===== config.mk =====
export PLATFORM = sky130hd
export DESIGN_NAME = cpu_6502_execute_unit
export DESIGN_NICKNAME = d
export VERILOG_FILES = /design/src/c6502_pkg.sv /design/src/cpu_6502_execute_unit.sv
export SDC_FILE = /design/constraint.sdc
export NUM_CORES = 2
export LEC_CHECK = 0
export ABC_AREA = 1
export BUFFER_PORTS_ARGS = -buffer_cell sky130_fd_sc_hd__buf_2
export CAP_MARGIN = 10
export CORE_UTILIZATION = 30
export CTS_CLUSTER_SIZE = 30
export DETAILED_ROUTE_END_ITERATION = 8
export GPL_TIMING_DRIVEN = 0
export PLACE_DENSITY = 0.49
export SLEW_MARGIN = 20
export SYNTH_ARGS = -nofsm -noshare
export SYNTH_HDL_FRONTEND = slang
export SYNTH_SLANG_ARGS = --single-unit

===== constraint.sdc =====
create_clock -name clk -period 22.5 [get_ports clk]
set_input_delay 3.375 -clock clk [delete_from_list [all_inputs] [get_ports clk]]
set_output_delay 3.375 -clock clk [all_outputs]
set_load 0.1 [all_outputs]

===== src/c6502_pkg.sv =====
`timescale 1ns / 1ps

package c6502_pkg;

  typedef enum logic [5:0] {
    OP_ADC = 6'd0,  OP_AND = 6'd1,  OP_ASL = 6'd2,  OP_BCC = 6'd3,  OP_BCS = 6'd4,
    OP_BEQ = 6'd5,  OP_BIT = 6'd6,  OP_BMI = 6'd7,  OP_BNE = 6'd8,  OP_BPL = 6'd9,
    OP_BRK = 6'd10, OP_BVC = 6'd11, OP_BVS = 6'd12, OP_CLC = 6'd13, OP_CLD = 6'd14,
    OP_CLI = 6'd15, OP_CLV = 6'd16, OP_CMP = 6'd17, OP_CPX = 6'd18, OP_CPY = 6'd19,
    OP_DEC = 6'd20, OP_DEX = 6'd21, OP_DEY = 6'd22, OP_EOR = 6'd23, OP_INC = 6'd24,
    OP_INX = 6'd25, OP_INY = 6'd26, OP_JMP = 6'd27, OP_JSR = 6'd28, OP_LDA = 6'd29,
    OP_LDX = 6'd30, OP_LDY = 6'd31, OP_LSR = 6'd32, OP_NOP = 6'd33, OP_ORA = 6'd34,
    OP_PHA = 6'd35, OP_PHP = 6'd36, OP_PLA = 6'd37, OP_PLP = 6'd38, OP_ROL = 6'd39,
    OP_ROR = 6'd40, OP_RTI = 6'd41, OP_RTS = 6'd42, OP_SBC = 6'd43, OP_SEC = 6'd44,
    OP_SED = 6'd45, OP_SEI = 6'd46, OP_STA = 6'd47, OP_STX = 6'd48, OP_STY = 6'd49,
    OP_TAX = 6'd50, OP_TAY = 6'd51, OP_TSX = 6'd52, OP_TXA = 6'd53, OP_TXS = 6'd54,
    OP_TYA = 6'd55
  } op_t;

  typedef enum logic [1:0] {
    ST_RUN,
    ST_PUSH,
    ST_PULL
  } seq_state_t;

  localparam logic CFG_IRQ_VECTOR = 1'b0;
  localparam logic CFG_START_PC   = 1'b1;

  localparam logic [7:0]  SP_RESET  = 8'hFD;
  localparam logic [15:0] BRK_VEC   = 16'hFFFE;
  localparam logic [7:0]  STACK_PAGE = 8'h01;

  typedef struct packed {
    logic n;
    logic v;
    logic b;
    logic d;
    logic i;
    logic z;
    logic c;
  } flags_t;

  typedef struct packed {
    logic [5:0]  kind;
    logic [7:0]  operand;
    logic [15:0] address;
    logic        to_memory;
    logic [1:0]  length;
  } in_item_t;

  typedef struct packed {
    logic [7:0]  acc;
    logic [7:0]  index_x;
    logic [7:0]  index_y;
    logic [7:0]  stack_ptr;
    logic [15:0] prog_counter;
    logic [7:0]  status;
    logic        mem_write;
    logic [15:0] write_address;
    logic [7:0]  write_data;
  } out_item_t;

  function automatic logic [7:0] pack_status(flags_t f, logic brk_bit);
    pack_status = {f.n, f.v, 1'b1, f.b | brk_bit, f.d, f.i, f.z, f.c};
  endfunction

  function automatic flags_t unpack_status(logic [7:0] s);
    unpack_status = '{n: s[7], v: s[6], b: s[4], d: s[3], i: s[2], z: s[1], c: s[0]};
  endfunction

endpackage


===== src/cpu_6502_execute_unit.sv =====
`timescale 1ns / 1ps

// Channel | Direction | Handshake             | Payload
// in_     | input     | in_valid / in_stall   | in_item_t (kind, operand, address, ...)
// out_    | output    | out_valid / out_stall | out_item_t (registers, status, write)
// cfg_    | input     | cfg_valid / cfg_ready | cfg_index, cfg_data (irq_vector, start_pc)
//
// Most items finish when taken; PHA and PHP push their byte then, while JSR and BRK push
// their later bytes in ST_PUSH and PLA, PLP, RTS and RTI pull their bytes in ST_PULL:
// the single-port stack memory moves one byte per cycle and its read data is registered.
// Reset clears A, X, Y and all control, sets SP to 0xFD and I; the first item takes start_pc.
// A stalled output holds its item; in ST_RUN a new item is taken once the output slot frees.
// The stack memory is not cleared after reset.

module cpu_6502_execute_unit
  import c6502_pkg::*;
#(
  parameter int STACK_DEPTH = 256
) (
  input  logic        clk,
  input  logic        rst_n,
  input  logic        in_valid,
  output logic        in_stall,
  input  in_item_t    in_data,
  output logic        out_valid,
  input  logic        out_stall,
  output out_item_t   out_data,
  input  logic        cfg_valid,
  output logic        cfg_ready,
  input  logic        cfg_index,
  input  logic [15:0] cfg_data
);

  localparam int AW = $clog2(STACK_DEPTH);

  logic [7:0] stack_mem [STACK_DEPTH];

  logic [15:0] irq_vec_r, start_pc_r;
  logic [7:0]  a_r, x_r, y_r, sp_r;
  logic [15:0] pc_r;
  flags_t      fl_r;
  logic        first_r;
  seq_state_t  st_r, st_nxt;

  logic        out_valid_r;
  out_item_t   out_data_r;

  logic [1:0]    push_left_r;
  logic [AW-1:0] push_idx_r;
  logic [7:0]    push_d0_r, push_d1_r;

  op_t           pull_op_r;
  logic [1:0]    pull_n_r, pull_cnt_r;
  logic [AW-1:0] pull_idx_r;
  logic [7:0]    pb0_r, pb1_r;
  logic [7:0]    rd_r;

  logic          mem_we, mem_re;
  logic [AW-1:0] mem_idx;
  logic [7:0]    mem_wd;

  logic        out_free, accept, pull_last, pull_fin;
  logic [7:0]  a_n, x_n, y_n, sp_n;
  logic [15:0] pc_n, pc_b, w16;
  flags_t      fl_n;
  logic        wr;
  logic [7:0]  wdata, v, m2;
  logic [8:0]  sum9;
  logic        br, is_pull, is_push_more;
  logic [1:0]  push_more, pull_n;
  logic [7:0]  pd0, pd1;
  op_t         op;
  logic [7:0]  pl_a;
  logic [15:0] pl_pc;
  flags_t      pl_fl;

  assign cfg_ready = 1'b1;
  assign out_free  = !out_valid_r || !out_stall;
  assign in_stall  = (st_r != ST_RUN) || !out_free;
  assign accept    = in_valid && !in_stall;
  assign out_valid = out_valid_r;
  assign out_data  = out_data_r;
  assign pull_last = (pull_cnt_r + 2'd1) == pull_n_r;
  assign pull_fin  = (st_r == ST_PULL) && pull_last && out_free;

  always_comb begin
    op = op_t'(in_data.kind);
    a_n = a_r; x_n = x_r; y_n = y_r; sp_n = sp_r; fl_n = fl_r;
    pc_b = (first_r ? start_pc_r : pc_r) + {14'd0, in_data.length};
    pc_n = pc_b;
    wr = 1'b0; wdata = 8'd0; br = 1'b0;
    is_pull = 1'b0; pull_n = 2'd1; is_push_more = 1'b0; push_more = 2'd0;
    pd0 = 8'd0; pd1 = 8'd0;
    m2 = (op == OP_SBC) ? ~in_data.operand : in_data.operand;
    sum9 = {1'b0, a_r} + {1'b0, m2} + {8'd0, fl_r.c};
    v = in_data.to_memory ? in_data.operand : a_r;
    w16 = pc_b;
    mem_we = 1'b0; mem_re = 1'b0; mem_idx = sp_r[AW-1:0]; mem_wd = 8'd0;
    unique case (op)
      OP_ADC, OP_SBC: begin
        a_n = sum9[7:0];
        fl_n.c = sum9[8];
        fl_n.v = (a_r[7] ^ sum9[7]) & (m2[7] ^ sum9[7]);
      end
      OP_AND: a_n = a_r & in_data.operand;
      OP_ORA: a_n = a_r | in_data.operand;
      OP_EOR: a_n = a_r ^ in_data.operand;
      OP_ASL: begin fl_n.c = v[7]; v = {v[6:0], 1'b0}; end
      OP_LSR: begin fl_n.c = v[0]; v = {1'b0, v[7:1]}; end
      OP_ROL: begin fl_n.c = v[7]; v = {v[6:0], fl_r.c}; end
      OP_ROR: begin fl_n.c = v[0]; v = {fl_r.c, v[7:1]}; end
      OP_BCC: br = !fl_r.c;
      OP_BCS: br = fl_r.c;
      OP_BEQ: br = fl_r.z;
      OP_BNE: br = !fl_r.z;
      OP_BMI: br = fl_r.n;
      OP_BPL: br = !fl_r.n;
      OP_BVC: br = !fl_r.v;
      OP_BVS: br = fl_r.v;
      OP_BIT: begin
        fl_n.z = (a_r & in_data.operand) == 8'd0;
        fl_n.v = in_data.operand[6];
        fl_n.n = in_data.operand[7];
      end
      OP_BRK: begin
        w16 = pc_b + 16'd1;
        mem_we = 1'b1; mem_wd = w16[15:8];
        is_push_more = 1'b1; push_more = 2'd2;
        pd0 = w16[7:0]; pd1 = pack_status(fl_r, 1'b1);
        sp_n = sp_r - 8'd3;
        fl_n.b = 1'b1; fl_n.i = 1'b1;
        pc_n = irq_vec_r;
      end
      OP_CLC: fl_n.c = 1'b0;
      OP_CLD: fl_n.d = 1'b0;
      OP_CLI: fl_n.i = 1'b0;
      OP_CLV: fl_n.v = 1'b0;
      OP_SEC: fl_n.c = 1'b1;
      OP_SED: fl_n.d = 1'b1;
      OP_SEI: fl_n.i = 1'b1;
      OP_CMP, OP_CPX, OP_CPY: begin
        v = (op == OP_CMP) ? a_r : ((op == OP_CPX) ? x_r : y_r);
        fl_n.c = v >= in_data.operand;
        v = v - in_data.operand;
      end
      OP_DEC: begin v = in_data.operand - 8'd1; wr = 1'b1; wdata = v; end
      OP_INC: begin v = in_data.operand + 8'd1; wr = 1'b1; wdata = v; end
      OP_DEX: x_n = x_r - 8'd1;
      OP_DEY: y_n = y_r - 8'd1;
      OP_INX: x_n = x_r + 8'd1;
      OP_INY: y_n = y_r + 8'd1;
      OP_JMP: pc_n = in_data.address;
      OP_JSR: begin
        w16 = pc_b - 16'd1;
        mem_we = 1'b1; mem_wd = w16[15:8];
        is_push_more = 1'b1; push_more = 2'd1; pd0 = w16[7:0];
        sp_n = sp_r - 8'd2;
        pc_n = in_data.address;
      end
      OP_LDA: a_n = in_data.operand;
      OP_LDX: x_n = in_data.operand;
      OP_LDY: y_n = in_data.operand;
      OP_PHA: begin mem_we = 1'b1; mem_wd = a_r; sp_n = sp_r - 8'd1; end
      OP_PHP: begin
        mem_we = 1'b1; mem_wd = pack_status(fl_r, 1'b1); sp_n = sp_r - 8'd1;
      end
      OP_PLA, OP_PLP: begin is_pull = 1'b1; pull_n = 2'd1; end
      OP_RTS: begin is_pull = 1'b1; pull_n = 2'd2; end
      OP_RTI: begin is_pull = 1'b1; pull_n = 2'd3; end
      OP_STA: begin wr = 1'b1; wdata = a_r; end
      OP_STX: begin wr = 1'b1; wdata = x_r; end
      OP_STY: begin wr = 1'b1; wdata = y_r; end
      OP_TAX: x_n = a_r;
      OP_TAY: y_n = a_r;
      OP_TSX: x_n = sp_r;
      OP_TXA: a_n = x_r;
      OP_TXS: sp_n = x_r;
      OP_TYA: a_n = y_r;
      default: ;
    endcase
    case (op)
      OP_ADC, OP_SBC, OP_AND, OP_ORA, OP_EOR, OP_LDA, OP_TXA, OP_TYA: begin
        fl_n.z = a_n == 8'd0; fl_n.n = a_n[7];
      end
      OP_LDX, OP_DEX, OP_INX, OP_TAX, OP_TSX: begin
        fl_n.z = x_n == 8'd0; fl_n.n = x_n[7];
      end
      OP_LDY, OP_DEY, OP_INY, OP_TAY: begin
        fl_n.z = y_n == 8'd0; fl_n.n = y_n[7];
      end
      OP_ASL, OP_LSR, OP_ROL, OP_ROR, OP_CMP, OP_CPX, OP_CPY, OP_DEC, OP_INC: begin
        fl_n.z = v == 8'd0; fl_n.n = v[7];
      end
      default: ;
    endcase
    if (op == OP_ASL || op == OP_LSR || op == OP_ROL || op == OP_ROR) begin
      if (in_data.to_memory) begin
        wr = 1'b1; wdata = v;
      end else begin
        a_n = v;
      end
    end
    if (br) begin
      pc_n = pc_b + {{8{in_data.operand[7]}}, in_data.operand};
    end
    if (wr && in_data.address[15:8] == STACK_PAGE) begin
      mem_we = 1'b1; mem_idx = in_data.address[AW-1:0]; mem_wd = wdata;
    end
    if (is_pull) begin
      mem_re = 1'b1; mem_idx = AW'(sp_r + 8'd1);
    end
    if (!accept) begin
      mem_we = 1'b0; mem_re = 1'b0;
    end
    if (st_r == ST_PUSH) begin
      mem_we = 1'b1; mem_idx = push_idx_r; mem_wd = push_d0_r;
    end else if (st_r == ST_PULL && !pull_last) begin
      mem_re = 1'b1; mem_idx = pull_idx_r;
    end
  end

  always_comb begin
    pl_a = a_r; pl_fl = fl_r; pl_pc = pc_r;
    case (pull_op_r)
      OP_PLA: begin
        pl_a = rd_r; pl_fl.z = rd_r == 8'd0; pl_fl.n = rd_r[7];
      end
      OP_PLP: pl_fl = unpack_status(rd_r);
      OP_RTS: pl_pc = {rd_r, pb0_r} + 16'd1;
      default: begin
        pl_fl = unpack_status(pb0_r);
        pl_pc = {rd_r, pb1_r};
      end
    endcase
  end

  always_comb begin
    st_nxt = st_r;
    unique case (st_r)
      ST_RUN: begin
        if (accept && is_push_more) st_nxt = ST_PUSH;
        else if (accept && is_pull) st_nxt = ST_PULL;
      end
      ST_PUSH: if (push_left_r == 2'd1) st_nxt = ST_RUN;
      ST_PULL: if (pull_fin) st_nxt = ST_RUN;
      default: st_nxt = ST_RUN;
    endcase
  end

  always_ff @(posedge clk) begin
    if (mem_we) stack_mem[mem_idx] <= mem_wd;
    if (mem_re) rd_r <= stack_mem[mem_idx];
  end

  always_ff @(posedge clk) begin
    if (!rst_n) begin
      st_r <= ST_RUN;
      irq_vec_r <= 16'd0; start_pc_r <= 16'd0;
      a_r <= 8'd0; x_r <= 8'd0; y_r <= 8'd0; sp_r <= SP_RESET;
      pc_r <= 16'd0; fl_r <= '{i: 1'b1, default: 1'b0};
      first_r <= 1'b1; out_valid_r <= 1'b0;
      push_left_r <= 2'd0; pull_cnt_r <= 2'd0; pull_n_r <= 2'd1;
    end else begin
      st_r <= st_nxt;
      if (cfg_valid && cfg_ready) begin
        if (cfg_index == CFG_IRQ_VECTOR) irq_vec_r <= cfg_data;
        else start_pc_r <= cfg_data;
      end
      if ((accept && !is_pull) || pull_fin) begin
        out_valid_r <= 1'b1;
      end else if (out_valid_r && !out_stall) begin
        out_valid_r <= 1'b0;
      end
      if (accept) begin
        first_r <= 1'b0;
        pc_r <= pc_n;
        if (is_pull) begin
          pull_op_r <= op; pull_n_r <= pull_n; pull_cnt_r <= 2'd0;
          pull_idx_r <= AW'(sp_r + 8'd2);
        end else begin
          a_r <= a_n; x_r <= x_n; y_r <= y_n; sp_r <= sp_n; fl_r <= fl_n;
          out_data_r <= '{acc: a_n, index_x: x_n, index_y: y_n, stack_ptr: sp_n,
                          prog_counter: pc_n, status: pack_status(fl_n, 1'b0),
                          mem_write: wr, write_address: wr ? in_data.address : 16'd0,
                          write_data: wdata};
          push_left_r <= push_more;
          push_idx_r <= AW'(sp_r - 8'd1);
          push_d0_r <= pd0; push_d1_r <= pd1;
        end
      end
      if (st_r == ST_PUSH) begin
        push_left_r <= push_left_r - 2'd1;
        push_idx_r <= push_idx_r - AW'(1);
        push_d0_r <= push_d1_r;
      end
      if (st_r == ST_PULL && !pull_last) begin
        pull_cnt_r <= pull_cnt_r + 2'd1;
        pull_idx_r <= pull_idx_r + AW'(1);
        if (pull_cnt_r == 2'd0) pb0_r <= rd_r;
        else pb1_r <= rd_r;
      end
      if (pull_fin) begin
        a_r <= pl_a; fl_r <= pl_fl; pc_r <= pl_pc;
        sp_r <= sp_r + {6'd0, pull_n_r};
        out_data_r <= '{acc: pl_a, index_x: x_r, index_y: y_r,
                        stack_ptr: sp_r + {6'd0, pull_n_r}, prog_counter: pl_pc,
                        status: pack_status(pl_fl, 1'b0), mem_write: 1'b0,
                        write_address: 16'd0, write_data: 8'd0};
      end
    end
  end

  assert property (@(posedge clk) disable iff (!rst_n) (st_r != ST_RUN) |-> in_stall)
    else $error("Item taken while the stack sequencer is busy.");
  assert property (@(posedge clk) disable iff (!rst_n) !(mem_we && mem_re))
    else $error("Stack memory read and written in one cycle.");
  assert property (@(posedge clk) disable iff (!rst_n) pull_fin |=> out_valid_r)
    else $error("Finished pull did not present an item.");
  assert property (@(posedge clk) disable iff (!rst_n)
      (st_r == ST_PUSH) |-> (push_left_r != 2'd0))
    else $error("Push sequence with nothing left to write.");

endmodule


== Word level (Yosys, flattened, before mapping) ==
Memory sizes are Yosys's and may differ from the RTL's. A register that Yosys moved wholly into a read port is not among the register bits.
Cells that the tools add are included.

* Output and inout bits: 84
* Memory bits (writable): 2048
* Input port bits: 55
* Memories kept: 1
* Word-level logic and storage cells: 309
* Register bits after elaboration: 232

* Bitwise logic cells: 10
* Equal/unequal tests: 67
* $add $sub $neg: 24
* Reductions and logical operators: 72
* Magnitude comparators: 1
* Muxes and demuxes: 96

{| class="wikitable"
|+ Memories
! memory !! words !! bits a word !! read ports !! clocked after Yosys merged registers in !! wr ports !! line !! RTL
|-
| stack_mem || 256 || 8 || 1 || 1 || 1 || cpu_6502_execute_unit.sv:36 || <nowiki>logic [7:0] stack_mem [STACK_DEPTH];</nowiki>
|}

{| class="wikitable"
|+ Operator list
! cell !! count
|-
| 81-bit 2-to-1 mux || 3
|-
| 8-bit 2-to-1 mux || 30
|-
| 6-bit == test, second input constant || 26
|-
| 8-bit one-hot mux with 7 select lines || 2
|-
| 6-bit by 5-bit == test with 1-bit output, second input constant || 16
|-
| 8-bit one-hot mux with 4 select lines || 3
|-
| 16-bit 2-to-1 mux || 5
|-
| 8-bit one-hot mux with 5 select lines || 2
|-
| 16-bit one-hot mux with 2 select lines || 2
|-
| 6-bit by 4-bit == test with 1-bit output, second input constant || 8
|-
| 8-bit zero test || 6
|-
| 8-bit by 1-bit adder with 8-bit output, second input constant || 5
|-
| 8-bit by 1-bit subtractor with 8-bit output, second input constant || 5
|-
| 16-bit by 1-bit adder with 16-bit output, second input constant || 2
|-
| 6-bit by 3-bit == test with 1-bit output, second input constant || 4
|-
| 3-bit AND reduction || 8
|-
| 7-bit 2-to-1 mux || 3
|-
| 1-bit 2-to-1 mux || 20
|-
| 2-bit 2-to-1 mux || 10
|-
| 2-bit OR reduction || 9
|-
| 16-bit adder || 1
|-
| 16-bit by 2-bit adder with 16-bit output || 1
|-
| 8-bit one-hot mux with 2 select lines || 1
|-
| 16-bit by 1-bit subtractor with 16-bit output, second input constant || 1
|-
| 46 further kinds || 97
|}

== Depth between registers and ports, before layout ==
* Depth in word-level cells: 11
* Depth in mapped cells: 29

== Worst setup path before layout ==
No wires, ideal clock.

* Path type: input to register
* Start point: input in_data[32] (netlist name)
* End point: memory stack_mem[0][1] (data pin)
* Path slack: 4.557 ns
* Cell stages on the path: 18
* Data required time: 20.313 ns
* Buffers on the path: 2
* Arrival time: 15.757 ns
* Cells stage by stage: inv_1 -> nand2_1 -> inv_2 -> clkbuf_1 -> nand3_1 -> clkbuf_1 -> o22ai_1 -> inv_1 -> ha_1 -> fa_1 -> o22ai_1 -> nor3b_1 -> inv_1 -> or2_2 -> inv_1 -> o21ai_0 -> a211oi_1 -> o21ai_0

* Word-level cells in the longest chain between the ends: 9

{| class="wikitable"
|+ Ends and longest elaborated chain
! what !! line !! RTL
|-
| start, declared || cpu_6502_execute_unit.sv:24 || <nowiki>input in_item_t in_data,</nowiki>
|-
| 6-bit by 5-bit == test with 1-bit output || cpu_6502_execute_unit.sv:99, cpu_6502_execute_unit.sv:142 ||
|-
| 8-bit 2-to-1 mux (2 in a row) || cpu_6502_execute_unit.sv:142 || <nowiki>v = (op == OP_CMP) ? a_r : ((op == OP_CPX) ? x_r : y_r);</nowiki>
|-
| 8-bit subtractor || cpu_6502_execute_unit.sv:144 || <nowiki>v = v - in_data.operand;</nowiki>
|-
| 8-bit one-hot mux with 7 select lines || cpu_6502_execute_unit.sv:99 || <nowiki>unique case (op)</nowiki>
|-
| 8-bit 2-to-1 mux || cpu_6502_execute_unit.sv:197 || <nowiki>if (in_data.to_memory) begin</nowiki>
|-
| 8-bit 2-to-1 mux || cpu_6502_execute_unit.sv:196 || <nowiki>if (op == OP_ASL || op == OP_LSR || op == OP_ROL || op == OP_ROR) begin</nowiki>
|-
| 8-bit 2-to-1 mux (*) || cpu_6502_execute_unit.sv:206 || <nowiki>if (wr && in_data.address[15:8] == STACK_PAGE) begin</nowiki>
|-
| 8-bit 2-to-1 mux (*) || cpu_6502_execute_unit.sv:215 || <nowiki>if (st_r == ST_PUSH) begin</nowiki>
|-
| net mem_wd[1] || cpu_6502_execute_unit.sv:60 || <nowiki>logic [7:0] mem_wd;</nowiki>
|-
| end, declared || cpu_6502_execute_unit.sv:36 ||
|}

Mark *: on every way through the listed nets, which the timed path passes. The rest lies on a longest branch.

== Worst setup path after layout ==
* Start point: input in_data[31] (netlist name)
* End point: memory stack_mem[78][7] (data pin)

Same word-level chain as after synthesis.

==> impl_metrics.py <==
metrics = {
    "status": {
        "outcome": "complete, no violations",
    },
    "timing": {
        "number_of_slew_limit_violations_in_the_final_report": 0,
        "hold_slack_ns": 0.462,
        "rsz0062_at_grt": "no",
        "min_period_over_period_pct": 42.1,
        "final.setup_skew_ns": 0.0594,
        "maximum_clock_rate_ghz": 0.106,
        "final.min_clock_period_ns": 9.47,
        "number_of_setup_violations_in_the_final_report": 0,
        "maxSlewHeadroom_pct": 16.7,
        "report.final.hold_viol_count": 0,
        "tightest_slew_ns": 1.24,
    },
    "synth": {
        "synth.ff_latch_count": 2286,
        "synth.yosys.seq_area_share_pct": 64.8,
        "netlist_instances": 10900,
        "synth_area_sq_um": 104000,
        "dominantRegCellSynth": "sky130_fd_sc_hd__edfxtp_1",
        "unique_masters_post_synth": 61,
        "postSynthAreaPerCell_sq_um": 9.55,
        "ys_async_sr_fraction_pct": 0,
        "edff_count_synth": 2189,
        "synth_warnings": 0,
    },
    "clock_tree": {
        "h-tree-depth": 5,
        "worst_skew_pair.late_latency_ns": 0.91,
        "clock_edge_transition_at_the_registers_on_the_reported_setup_and_hold_paths_ns": 0.06,
        "clkSinkCount": 2286,
        "tritoncts": "yes",
        "post_cts_hold_buffer_count": 0,
        "cts_setup_buffers": 0,
        "cts.root.buffer_cell": "sky130_fd_sc_hd__clkbuf_16",
        "ctsResizeCount": 0,
        "cts_made_buffers": 267,
        "clockBufferDepth": 4,
    },
    "cells_and_area": {
        "area_growth_syn_to_layout_pct": 15.8,
        "mostFrequentLayoutCells": "sky130_fd_sc_hd__nand2_1, sky130_fd_sc_hd__edfxtp_1, sky130_fd_sc_hd__nor2_1, sky130_fd_sc_hd__nand3_1, sky130_fd_sc_hd__buf_2",
        "design.final.nets": 11500,
        "multi_input_comb_area_sq_um": 32800,
        "most_common_cell_after_layout_fill_and_taps_aside": "sky130_fd_sc_hd__nand2_1",
        "num-fill-cells": 35300,
        "post_route_cells_drive_above_1_share_pct": 7.79,
        "sequential_cell_area_sq_um": 67700,
        "stdcell_area_sq_um": 121000,
    },
    "detailed_routing": {
        "routed_wire_length_per_instance_microns": 24.2,
        "via_count": 79500,
        "drc_errors": 0,
        "drt_pre_antenna_iters": 6,
        "route.detailed.vias_per_inst": 4.91,
        "initialDrtViolationCount": 7774,
        "postRouteWirelength_mm": 392,
        "drtAntennaViolNets": 0,
    },
    "die": {
        "total_core_area_sq_um": 346000,
        "die-height_microns": 592,
        "initial_utilization_pct": 30.2,
        "fp.dieArea_sq_um": 350000,
        "die_x_microns": 592,
        "core.rowCount": 216,
        "num_io_pins": 139,
    },
    "global_routing": {
        "grt_first_pass_wirelength_mm": 551,
        "grt.met2_usage_pct": 35.7,
        "antenna_found_initial": 21,
        "first_global_vias": 76100,
        "busiest_layer": "met2",
        "gr-usage-all-layers_pct": 21.8,
        "grt_start_max_net_pins": 96,
        "globalRoute.totalOverflow": 0,
        "grt_util_met3_pct": 2.58,
        "grt_util_met1_pct": 28.9,
    },
    "placed_design": {
        "detailed_place.area_sq_um": 112000,
        "numPortBuffers": 134,
        "place.gp.congestion": 0.964,
        "hpwl_mm": 281,
    },
    "power": {
        "irDropWorstVdd_v": 0.0000498,
        "static-leakage-power_nw": 49.4,
        "totalPowerFinal_w": 0.0106,
        "p_per_area_nw_per_um2": 88.1,
    },
    "critical_path": {
        "required_ns": 23.08,
        "critical_path.endpoint_type": "register",
        "worstPathArrival_ns": 10.04,
        "critical_path.max_stage_delay_ns": 0.66,
        "setup.worst_path.class": "input port to register",
        "cp_common_cell": "sky130_fd_sc_hd__nand2_1",
        "largest_fanout_of_any_net_on_the_critical_path": 88,
        "worst_path_max_delay_cell": "sky130_fd_sc_hd__o21ai_0",
        "crit_path_start_kind": "input port",
    },
    "worst_hold_path": {
        "worst_hold_path_type": "register to register",
    },
    "job": {
        "timing.max_cap.violations": 0,
    },
}
[through the flow]
stage	setup TNS (ns)	util [%]	cells	worst slack, ns
CTS	0	34.9	16200	13.30
finish	0	34.9	16200	13.03
global placement	-7504.84	32.0	15600	-20.15
floorplan	0	-	10900	4.56
global route	0	34.9	16200	12.84
detailed placement	0	32.5	15700	12.39
[critical path, delay by kind of cell]
kind	cells	cell delay [ns]
AND/OR/NAND/NOR	9	1.14
buffers and inverters	8	2.35
AO/OA/AOI/OAI	9	2.51
adder cells (fa/ha/maj)	1	0.38
[synthesized netlist by cell type (8+ instances only)]
cell type / instances / area share, %
sky130_fd_sc_hd__nand2_1: 5351 / 19
sky130_fd_sc_hd__edfxtp_1: 2189 / 63
sky130_fd_sc_hd__nor2_1: 675 / 2.4
sky130_fd_sc_hd__nand3_1: 615 / 2.9
sky130_fd_sc_hd__o21ai_0: 357 / 1.7
sky130_fd_sc_hd__inv_1: 338 / 1.2
sky130_fd_sc_hd__buf_2: 276 / 1.3
sky130_fd_sc_hd__clkbuf_1: 259 / 0.93
sky130_fd_sc_hd__a21oi_1: 130 / 0.62
sky130_fd_sc_hd__dfxtp_1: 97 / 1.9
sky130_fd_sc_hd__ha_1: 78 / 0.93
sky130_fd_sc_hd__o21ai_1: 56 / 0.27
sky130_fd_sc_hd__o22ai_1: 55 / 0.33
sky130_fd_sc_hd__xor2_1: 49 / 0.41
sky130_fd_sc_hd__o211ai_1: 45 / 0.32
sky130_fd_sc_hd__nor3_1: 40 / 0.19
sky130_fd_sc_hd__a31oi_1: 30 / 0.18
sky130_fd_sc_hd__buf_1: 30 / 0.11
sky130_fd_sc_hd__a211oi_1: 21 / 0.15
sky130_fd_sc_hd__a221oi_1: 18 / 0.15
sky130_fd_sc_hd__nand4_1: 17 / 0.10
sky130_fd_sc_hd__clkinv_1: 16 / 0.058
sky130_fd_sc_hd__nor4_1: 15 / 0.090
sky130_fd_sc_hd__or2_2: 15 / 0.090
sky130_fd_sc_hd__o221ai_1: 14 / 0.12
sky130_fd_sc_hd__o31ai_1: 12 / 0.086
sky130_fd_sc_hd__a22oi_1: 11 / 0.079
sky130_fd_sc_hd__buf_6: 10 / 0.11
sky130_fd_sc_hd__o21bai_1: 10 / 0.072
sky130_fd_sc_hd__xnor2_1: 10 / 0.084
sky130_fd_sc_hd__a2111oi_0: 9 / 0.076
sky130_fd_sc_hd__fa_1: 8 / 0.15
[area by class of cell]
cell class,count,share of cell area [%]
Multi-Input combinational cell,7705,27.1
Clock buffer,330,5.87
Timing Repair Buffer,195,1.81
Inverter,361,1.15
Tap cell,4578,4.74
Antenna cell,3,0.00621
Sequential cell,2286,56.0
Buffer,584,2.19
Clock inverter,139,1.11
[routing by layer]
| metal | vias to the layer above | share of wire (%) |
|---|---|---|
| li1 | 37400 | - |
| met1 | 38600 | 43 |
| met2 | 2875 | 46 |
| met3 | 688 | 6.1 |
| met4 | 8 | 5.0 |
| met5 | - | 0.012 |
[final timing paths]
kind	from	to	slack, ns	cells after the start
worst max-delay path	in_data[31]	stack_mem[78][7]	13.03	27
worst min-delay path	pull_cnt_r[1]	pull_cnt_r[1]	0.46	2
worst max register to register	pull_cnt_r[0]	stack_mem[69][4]	15.87	18
worst min register to register	pull_cnt_r[1]	pull_cnt_r[1]	0.46	2
[cell families after synthesis]
group | synth area share [%]
multiplexers | 0.0192
other | 0.00359
AND/OR/NAND/NOR | 25.3
buffers and inverters | 3.83
XOR/XNOR | 0.495
adder cells (fa/ha/maj) | 1.09
flip-flops | 64.8
AO/OA/AOI/OAI | 4.39
[sequential cells by signal, summed over array words and instances (netlist names)]
register / cells
stack_mem: 2048
out_data: 80
irq_vec_r: 16
pc_r: 16
start_pc_r: 16
a_r: 8
pb0_r: 8
pb1_r: 8
pull_idx_r: 8
push_d0_r: 8
push_idx_r: 8
rd_r: 8
sp_r: 8
x_r: 8
y_r: 8
fl_r: 7
push_d1_r: 7
pull_op_r: 6
pull_cnt_r: 2
pull_n_r: 2
push_left_r: 2
st_r: 2
first_r: 1
out_valid: 1
[where the power goes]
part           leakage [nW]  total [W]  switching [W]  internal [W]
logic                  24.1    0.00166        0.00128      0.000381
clock network          4.10    0.00429        0.00179       0.00249
registers              21.3    0.00469      0.0000276       0.00467
total                  49.4     0.0106        0.00310       0.00754
No activity file was read; power rests on OpenSTA's default activity.
